### config.mk
export PLATFORM = sky130hd
export DESIGN_NAME = sorted_priority_queue
export DESIGN_NICKNAME = d
export VERILOG_FILES = /design/src/rtl/core/spq_pkg.sv /design/src/rtl/core/sorted_priority_queue.sv /design/src/rtl/core/spq_ctrl.sv /design/src/rtl/core/spq_datapath.sv
export VERILOG_INCLUDE_DIRS = /design/src /design/src/rtl/core
export SDC_FILE = /design/constraint.sdc
export NUM_CORES = 1
export LEC_CHECK = 0
export BUFFER_PORTS_ARGS = -buffer_cell sky130_fd_sc_hd__buf_4
export CORE_MARGIN = 1
export CORE_UTILIZATION = 58
export DETAILED_ROUTE_END_ITERATION = 12
export PLACE_DENSITY_LB_ADDON = 0.08
export SLEW_MARGIN = 25
export SYNTH_ARGS = -nofsm -noshare
export SYNTH_HDL_FRONTEND = slang
export SYNTH_SLANG_ARGS = --single-unit
### constraint.sdc
create_clock -name clk -period 9.4 [get_ports clk]
set_clock_uncertainty 0.1 [all_clocks]
set_input_delay 0.94 -clock clk [delete_from_list [all_inputs] [get_ports clk]]
set_output_delay 0.94 -clock clk [all_outputs]
set_load 0.005 [all_outputs]
### src/rtl/core/sorted_priority_queue_assert.svh
// Assertion macros for the sorted priority queue.
`ifndef SORTED_PRIORITY_QUEUE_ASSERT_SVH
`define SORTED_PRIORITY_QUEUE_ASSERT_SVH

// Same-cycle implication, disabled during reset.
`define SPQ_ASSERT_SAME(lbl, clk_s, rst_s, ante, cons) \
  lbl: assert property (@(posedge clk_s) disable iff (rst_s) (ante) |-> (cons)) \
    else $error("assertion failed");

// Next-cycle implication, disabled during reset.
`define SPQ_ASSERT_NEXT(lbl, clk_s, rst_s, ante, cons) \
  lbl: assert property (@(posedge clk_s) disable iff (rst_s) (ante) |=> (cons)) \
    else $error("assertion failed");

`endif

### src/rtl/core/spq_pkg.sv
`default_nettype none

package spq_pkg;

  localparam int DEPTH   = 16;
  localparam int ITEM_W  = 16;
  localparam int PRIO_W  = 8;
  localparam int TOTAL_W = 5;
  localparam int CNT_W   = $clog2(DEPTH + 1);

  typedef enum logic [1:0] {
    ACT_ENQ    = 2'd0,
    ACT_DEQ    = 2'd1,
    ACT_REMOVE = 2'd2,
    ACT_PEEK   = 2'd3
  } action_t;

  typedef struct packed {
    logic do_enq;
    logic do_deq;
    logic do_peek;
    logic do_key;
    logic do_drop;
    logic do_done;
  } spq_cmd_t;

  typedef struct packed {
    logic out_free;
    logic hit;
  } spq_stat_t;

endpackage

`default_nettype wire

### src/rtl/core/sorted_priority_queue.sv
// channel | valid    | stall     | payload
// input   | in_valid | in_stall  | action, item_in, priority_in
// output  | out_valid| out_stall | item_out, item_valid, overflow, is_empty, entry_total
//
// Enqueue, dequeue and peek show their result in the next cycle: all slots compare and shift in parallel.
// Remove latches the key, then drops one match per cycle until none is left, then loads the result.
// Outside a remove, a new item is taken while the output register is empty or being drained.
// Reset (synchronous) empties the queue and the output register; no clearing pass.
`default_nettype none

`include "sorted_priority_queue_assert.svh"

module sorted_priority_queue
  import spq_pkg::*;
(
  input  wire logic               clk,
  input  wire logic               rst,
  input  wire logic               in_valid,
  output logic                    in_stall,
  input  wire logic [1:0]         action,
  input  wire logic [ITEM_W-1:0]  item_in,
  input  wire logic [PRIO_W-1:0]  priority_in,
  output logic                    out_valid,
  input  wire logic               out_stall,
  output logic [ITEM_W-1:0]       item_out,
  output logic                    item_valid,
  output logic                    overflow,
  output logic                    is_empty,
  output logic [TOTAL_W-1:0]      entry_total
);

  spq_cmd_t  cmd;
  spq_stat_t stat;

  spq_ctrl u_ctrl (
    .clk      (clk),
    .rst      (rst),
    .in_valid (in_valid),
    .act      (action_t'(action)),
    .in_stall (in_stall),
    .stat     (stat),
    .cmd      (cmd)
  );

  spq_datapath u_dp (
    .clk         (clk),
    .rst         (rst),
    .cmd         (cmd),
    .stat        (stat),
    .item_in     (item_in),
    .priority_in (priority_in),
    .out_valid   (out_valid),
    .out_stall   (out_stall),
    .item_out    (item_out),
    .item_valid  (item_valid),
    .overflow    (overflow),
    .is_empty    (is_empty),
    .entry_total (entry_total)
  );

  `SPQ_ASSERT_NEXT(a_remove_busy, clk, rst, in_valid && !in_stall && action == ACT_REMOVE, in_stall)
  `SPQ_ASSERT_NEXT(a_fast_result, clk, rst, in_valid && !in_stall && action != ACT_REMOVE, out_valid)
  `SPQ_ASSERT_SAME(a_ovf_no_item, clk, rst, out_valid && overflow, !item_valid && !is_empty)

endmodule

`default_nettype wire

### src/rtl/core/spq_ctrl.sv
`default_nettype none

module spq_ctrl
  import spq_pkg::*;
(
  input  wire logic      clk,
  input  wire logic      rst,
  input  wire logic      in_valid,
  input  wire action_t   act,
  output logic           in_stall,
  input  wire spq_stat_t stat,
  output spq_cmd_t       cmd
);

  typedef enum logic [1:0] {
    ST_IDLE = 2'b01,
    ST_SCAN = 2'b10
  } state_t;

  state_t state;
  state_t state_next;

  always_ff @(posedge clk) begin
    if (rst) begin
      state <= ST_IDLE;
    end else begin
      state <= state_next;
    end
  end

  always_comb begin
    cmd        = '0;
    state_next = state;
    in_stall   = 1'b1;
    case (state)
      ST_IDLE: begin
        in_stall = !stat.out_free;
        if (in_valid && stat.out_free) begin
          case (act)
            ACT_ENQ:    cmd.do_enq  = 1'b1;
            ACT_DEQ:    cmd.do_deq  = 1'b1;
            ACT_PEEK:   cmd.do_peek = 1'b1;
            ACT_REMOVE: begin
              cmd.do_key = 1'b1;
              state_next = ST_SCAN;
            end
            default:    cmd.do_peek = 1'b1;
          endcase
        end
      end
      ST_SCAN: begin
        // drop the first match each cycle until none is left
        if (stat.hit) begin
          cmd.do_drop = 1'b1;
        end else begin
          cmd.do_done = 1'b1;
          state_next  = ST_IDLE;
        end
      end
      default: state_next = ST_IDLE;
    endcase
  end

endmodule

`default_nettype wire

### src/rtl/core/spq_datapath.sv
`default_nettype none

module spq_datapath
  import spq_pkg::*;
(
  input  wire logic              clk,
  input  wire logic              rst,
  input  wire spq_cmd_t          cmd,
  output spq_stat_t              stat,
  input  wire logic [ITEM_W-1:0] item_in,
  input  wire logic [PRIO_W-1:0] priority_in,
  output logic                   out_valid,
  input  wire logic              out_stall,
  output logic [ITEM_W-1:0]      item_out,
  output logic                   item_valid,
  output logic                   overflow,
  output logic                   is_empty,
  output logic [TOTAL_W-1:0]     entry_total
);

  logic [ITEM_W-1:0] slot_item     [DEPTH];
  logic [PRIO_W-1:0] slot_priority [DEPTH];
  logic [ITEM_W-1:0] item_nx       [DEPTH];
  logic [PRIO_W-1:0] prio_nx       [DEPTH];
  logic [ITEM_W-1:0] item_dn       [DEPTH];
  logic [PRIO_W-1:0] prio_dn       [DEPTH];
  logic [ITEM_W-1:0] item_up       [DEPTH];
  logic [PRIO_W-1:0] prio_up       [DEPTH];

  logic [CNT_W-1:0]  occupancy;
  logic [CNT_W-1:0]  occupancy_next;
  logic [CNT_W-1:0]  out_count;
  logic [ITEM_W-1:0] key;
  logic [DEPTH-1:0]  ge;
  logic [DEPTH-1:0]  ins;
  logic [DEPTH-1:0]  match;
  logic [DEPTH-1:0]  past_match;
  logic              full;
  logic              empty;
  logic              load_out;

  assign full     = (occupancy == CNT_W'(DEPTH));
  assign empty    = (occupancy == '0);
  assign load_out = cmd.do_enq || cmd.do_deq || cmd.do_peek || cmd.do_done;

  always_comb begin
    for (int i = 0; i < DEPTH; i++) begin
      ge[i]    = (CNT_W'(i) < occupancy) && (slot_priority[i] >= priority_in);
      match[i] = (CNT_W'(i) < occupancy) && (slot_item[i] == key);
    end
    ins[0]        = !ge[0];
    past_match[0] = match[0];
    for (int i = 1; i < DEPTH; i++) begin
      ins[i]        = !ge[i] && ge[i-1];
      past_match[i] = past_match[i-1] || match[i];
    end
    item_dn[0] = slot_item[0];
    prio_dn[0] = slot_priority[0];
    for (int i = 1; i < DEPTH; i++) begin
      item_dn[i] = slot_item[i-1];
      prio_dn[i] = slot_priority[i-1];
    end
    for (int i = 0; i < DEPTH - 1; i++) begin
      item_up[i] = slot_item[i+1];
      prio_up[i] = slot_priority[i+1];
    end
    item_up[DEPTH-1] = slot_item[DEPTH-1];
    prio_up[DEPTH-1] = slot_priority[DEPTH-1];
  end

  always_comb begin
    for (int i = 0; i < DEPTH; i++) begin
      item_nx[i] = slot_item[i];
      prio_nx[i] = slot_priority[i];
      if (cmd.do_enq && !full && !ge[i]) begin
        if (ins[i]) begin
          item_nx[i] = item_in;
          prio_nx[i] = priority_in;
        end else begin
          item_nx[i] = item_dn[i];
          prio_nx[i] = prio_dn[i];
        end
      end else if (cmd.do_deq || (cmd.do_drop && past_match[i])) begin
        item_nx[i] = item_up[i];
        prio_nx[i] = prio_up[i];
      end
    end
  end

  always_comb begin
    occupancy_next = occupancy;
    if (cmd.do_enq && !full) begin
      occupancy_next = occupancy + 1'b1;
    end else if ((cmd.do_deq && !empty) || cmd.do_drop) begin
      occupancy_next = occupancy - 1'b1;
    end
  end

  always_ff @(posedge clk) begin
    for (int i = 0; i < DEPTH; i++) begin
      slot_item[i]     <= item_nx[i];
      slot_priority[i] <= prio_nx[i];
    end
    if (cmd.do_key) begin
      key <= item_in;
    end
    if (load_out) begin
      out_count  <= occupancy_next;
      overflow   <= cmd.do_enq && full;
      item_valid <= (cmd.do_deq || cmd.do_peek) && !empty;
      item_out   <= ((cmd.do_deq || cmd.do_peek) && !empty) ? slot_item[0] : '0;
    end
  end

  always_ff @(posedge clk) begin
    if (rst) begin
      occupancy <= '0;
      out_valid <= 1'b0;
    end else begin
      occupancy <= occupancy_next;
      if (load_out) begin
        out_valid <= 1'b1;
      end else if (!out_stall) begin
        out_valid <= 1'b0;
      end
    end
  end

  assign is_empty      = (out_count == '0);
  assign entry_total   = TOTAL_W'(out_count);
  assign stat.out_free = !out_valid || !out_stall;
  assign stat.hit      = |match;

endmodule

`default_nettype wire
## After elaboration in Yosys (flattened, before gate mapping)

Memories as Yosys holds them, arrays and structs flattened.
Cells that the tools add are included.

- Flip-flop bits (word level): 47
- RAM bits: 384
- Input bits: 30
- Output and inout port bits: 26
- Word-level logic and storage cells: 326
- Memories kept: 2

Memory list:

| name | words | width | read ports | clocked after memory_dff | write ports | line | source |
|---|---|---|---|---|---|---|---|
| u_dp.slot_item | 16 | 16 | 16 | 0 | 16 | spq_datapath.sv:21 | `logic [ITEM_W-1:0] slot_item [DEPTH];` |
| u_dp.slot_priority | 16 | 8 | 16 | 0 | 16 | spq_datapath.sv:22 | `logic [PRIO_W-1:0] slot_priority [DEPTH];` |

- Add/sub/neg operators: 2
- Magnitude comparators: 32
- Eq/ne operators: 26
- Multiplexer cells: 112
- Reduce and logical (&&, ||, !) cells: 144

Operators by type and width:

| kind | count |
|---|---|
| two-way mux 16 bit | 47 |
| two-way mux 8 bit | 47 |
| equality test 16 bit | 16 |
| greater-or-equal comparator 8 bit | 16 |
| logical AND 1 bit | 83 |
| < comparator 4 x 5 -> 1 bit (first input constant) | 8 |
| logical OR 1 bit | 35 |
| logical NOT 1 bit | 21 |
| < comparator 3 x 5 -> 1 bit (first input constant) | 4 |
| OR reduction 16 bit | 1 |
| logical NOT 5 bit | 2 |
| < comparator 1 x 5 -> 1 bit (first input constant) | 2 |
| < comparator 2 x 5 -> 1 bit (first input constant) | 2 |
| two-way mux 5 bit | 2 |
| two-way mux 1 bit | 9 |
| two-way mux 2 bit | 4 |
| two-way mux 4 bit | 2 |
| equality test 2 bit (second input constant) | 3 |
| adder 5 x 1 -> 5 bit (second input constant) | 1 |
| equality test 5 bit (second input constant) | 1 |
| subtractor 5 x 1 -> 5 bit (second input constant) | 1 |
| equality test 2 x 1 -> 1 bit (second input constant) | 2 |
| inequality test 2 x 1 -> 1 bit (second input constant) | 2 |
| inequality test 2 bit (second input constant) | 2 |
| other kinds (3) | 3 |

## Longest topological paths before layout

- Depth in word-level cells: 20
- Gate-level depth with buffers: 14
- Gate-level depth less buffers: 11

## Hierarchy

Synthesis repeated with hierarchy kept, for this count alone.

- Cells, all modules: 2700
- Area, all modules: 29600.9 µm²

Modules (own cells, without submodules):

| module | times used | cells each | area an instance (µm²) | sequential area each (µm²) |
|---|---|---|---|---|
| spq_datapath | 1 | 2685 | 29474.5 | 12822.3 |
| spq_ctrl | 1 | 15 | 126.4 | 40.0 |

## Worst setup path before layout

Ideal clock, no wire load.

- Kind: input to register
- Start: input port priority_in[1]
- End: memory u_dp.slot_item[1][0], in the netlist u_dp.slot_item[0][16] (enable)
- Setup time: 0.438 ns
- Data arrival time: 4.245 ns
- Required time: 8.862 ns
- Slack: 4.617 ns
- Stages on the path: 13
- Path buffers: 3
- Cells stage by stage: inv_1 clkbuf_1 ha_1 a21o_1 a21o_1 a211oi_1 o21ai_0 o211ai_1 and2_0 clkbuf_1 clkbuf_1 nor2_1 o21ai_0

RTL lines:

| element | line | source |
|---|---|---|
| from (decl) | sorted_priority_queue.sv:22 | `input wire logic [PRIO_W-1:0] priority_in,` |
| to (decl) | spq_datapath.sv:21 |  |

==> flow_summary.yaml <==
placement:
  placed_area_sq_um: 27900
  port_buffers: 55
  finalWeightedCongestion: 0.928
  dp_hpwl_um: 57400
critical_path:
  path_delay_family: "compound AO/OA/AOI/OAI gates"
  end_kind: "register"
  path_cells: "buf_4 -> xnor2_1 -> nand4_1 -> nor3b_1 -> a32oi_1 -> nand4_4 -> o41ai_4 -> a21oi_1 -> or3_2"
  start_kind: "register"
  required_ns: 9.52
  cp_max_fo: 24
  r2r-start: "u_dp.key[0]$_DFFE_PP_"
  cp-startpoint: "u_dp.key[0]$_DFFE_PP_"
  cp_data_arrival_time_ns: 4.71
  crit_path_end: "u_dp.slot_priority[0][36]$_DFFE_PP_"
  r2r_end: "u_dp.slot_priority[0][36]$_DFFE_PP_"
  cp_slowest_cell: "edfxtp_1"
  path_depth: 9
  r2r_cells: 9
  crit_buf_inv: 1
  cpPeakStageDelay_ns: 1.08
  worst-setup-path-type: "reg -> reg"
  rrSetupSlack_ns: 4.81
sta:
  setup_viol: 0
  final_max_slew_viol_count: 0
  fmax_ghz: 0.218
  grt_setup_unrepaired: "false"
  post-route-period-util_pct: 48.8
  final-hold-violation-count: 0
  setup_tns_ns: 0
  maxSlewHeadroom_pct: 26.6
  fin_crit_ns: 4.59
  worstMarginPinSlew_ns: 1.10
yosys:
  yosys_warnings: 0
  muxShareOfSynthArea_pct: 11.8
  synth_edf_count: 423
  synthSimpleGateAreaFrac_pct: 11.3
  synth_top_area_share_pct: 47.3
  synth_seq_cells: 431
  ys_dominant_reg_cell: "edfxtp_1"
  synth_xor_area_share_pct: 8.40
  synthArstFlopShare_pct: 0
  synth.cells.most_frequent: "edfxtp_1 (423), nor2_1 (387), a21oi_1 (383)"
  synth_compound_area_share_pct: 11.1
  yosys.area_share.adder_pct: 6.14
  ys_types: 54
  synth_top_family_by_area: "multiplexers"
  synth_top_cells_by_area: "edfxtp_1 (47%), mux2i_1 (9.8%), a21oi_1 (7.1%)"
  synthCells: 2597
  yosysMostFrequentCell: "edfxtp_1"
  seq_area_frac_synth_pct: 47.9
  yosysTopAreaCell: "edfxtp_1"
  synthesis.nets: 2759
  synth_area_sq_um: 26900
  syn_avg_cell_area_sq_um: 10.4
grt:
  grt_pass1_wl_um: 125000
  first_global_vias: 19800
  grt_usage_pct: 35.5
  antenna_found_initial: 1
  grt-ovfl-total: 0
  grt_max_degree: 50
pwr:
  p_comb_share_pct: 16.2
  clkPwrFrac_pct: 37.4
  p_leak_nw: 11.8
  p_sw_w: 0.00148
  cellPowerDensity_nw_per_um2: 178
  p_seq_share_pct: 46.4
  ir_drop_mv: 0.144
  switching_share_pct: 28.3
  internal-power_w: 0.00376
min_path:
  hp-class: "reg -> reg"
  worstHoldStart: "u_dp.out_valid$_SDFFE_PP0P_"
die:
  core_sq_um: 45600
  rows: 78
  fp.dieArea_sq_um: 47200
  die_y_um: 217
  pin_count: 56
  start_util_pct: 59.0
  die_w_um: 217
layout:
  nNetsFinal: 2739
  final_core_util_pct: 64.7
  stdcell_area_sq_um: 29500
  area_delta_synth_final_pct: 9.71
  fillerInstances: 3667
  layout-drive-gt1-share_pct: 10.4
cts:
  numCtsBuffers: 48
  cts_tree: "built"
  cts_resized: 0
  cts_max_level: 2
  clk_pin_slew_worst_paths_ns: 0.06
  cts_max_path_buffers: 3
  ctsRootBufferMaster: "clkbuf_16"
  hold_buffers: 0
  postCtsSetupRepairBufs: 0
  clock-sinks: 431
  clk_latency_ns: 0.60
job:
  max_cap_violations: 0
detailed_routing:
  ant_nets: 0
  vias: 20500
  dr.pass1.iters: 8
  wl_per_cell_um: 26.2
  route.detailed.drc: 0
  drt_wl_total_um: 84200
  drt_iter0_drc: 2639
  viasPerCell: 6.37
outcome:
  status: "complete, no violations"
==> cell usage in the layout (no fill, tap or decap), types with 6 or more instances in the layout <==
cell type  Yosys  routed
nor3_1        22      22
clkbuf_16      0      49
mux2i_1      264     264
ha_1         132     132
clkinv_1       0       8
and2_1        24      26
xor2_1       151     151
nand3_1        9       9
a21o_1        13      13
nor2b_1       13      13
inv_1         38      38
bufinv_16      0       6
edfxtp_1     423     423
nand2_1       96      94
dfxtp_1        8       8
clkbuf_1     137       9
buf_4          0     119
xnor2_1      105     105
mux2_2        48      48
or3_1         12       8
a211oi_1       7       7
nor2_1       387     384
nand4_1       36      36
nand2b_1      22      22
o21ai_0      122     119
nor4_1        34      34
a21oi_1      383     382
clkinv_2       0      11
==> metrics by stage <==
step           cells  setup WS (ns)  total power, W  hold WS, ns
2_1_floorplan   2597           4.62         0.00298        0.386
3_3_place_gp    3125           4.03         0.00327        0.395
3_5_place_dp    3127           3.95         0.00329        0.413
4_1_cts         3217           4.55         0.00523        0.422
5_1_grt         3218           4.62         0.00540        0.446
6_report        3218           4.81         0.00524        0.423
==> flip-flops by register name (all words and copies together) (netlist names) <==
name                cells
u_dp.item_out          16
u_dp.slot_item        256
u_dp.out_valid          1
u_dp.overflow           1
u_dp.item_valid         1
u_dp.slot_priority    128
u_dp.key               16
u_ctrl.state            2
u_dp.entry_total        5
u_dp.occupancy          5
==> logic make-up after synthesis <==
group	Yosys count
muxes	312
AOI/OAI and AO/OA	561
xor gates and xnor gates	257
buffers and inverters	228
DFF	431
and+or+nand+nor	676
adders and majority gates	132
==> layer usage <==
| metal | global-route usage [%] | vias up | part of all wire, % |
|---|---|---|---|
| met2 | 54.2 | 1103 | 44 |
| met4 | 16.2 | 0 | 4.7 |
| li1 | - | 9308 | - |
| met1 | 49.0 | 9882 | 41 |
| met3 | 6.89 | 216 | 9.4 |
| met5 | 0 | - | 0 |
==> worst min-delay path by stage <==
stage | to | slack, ns | depth (start not counted)
detailed placement | u_dp.out_valid$_SDFFE_PP0P_ | 0.41 | 2
CTS | u_dp.out_valid$_SDFFE_PP0P_ | 0.42 | 2
finish | u_dp.out_valid$_SDFFE_PP0P_ | 0.42 | 2
global route | u_dp.out_valid$_SDFFE_PP0P_ | 0.45 | 2
floorplan | u_dp.out_valid$_SDFFE_PP0P_ | 0.39 | 2
global placement | u_dp.out_valid$_SDFFE_PP0P_ | 0.39 | 2
==> power groups by stage <==
stage | Clock (W) | Combinational (W) | Sequential, W
floorplan | 0 | 0.000580 | 0.00240
global placement | 0 | 0.000804 | 0.00246
detailed placement | 0 | 0.000830 | 0.00246
CTS | 0.00197 | 0.000834 | 0.00242
global route | 0.00204 | 0.000924 | 0.00244
finish | 0.00196 | 0.000847 | 0.00243
==> tightest hold or removal path, cell delays in order, from the launching register on <==
cell     delay [ns]
dfxtp_1        0.31
nand2_1        0.09
a21oi_1        0.07
==> final cells by class <==
class	instances	area [sq um]	share of cell area (%)
clock inverters	28	292	0.989
well taps	600	751	2.55
flip-flops and latches	431	12900	43.6
clock buffers	62	1320	4.46
diodes	1	2.50	0.00849
multi-input cells	1938	13200	44.8
inverters	38	143	0.484
repair buffers	120	908	3.08
Note: power is estimated with default switching activity, not from simulation.
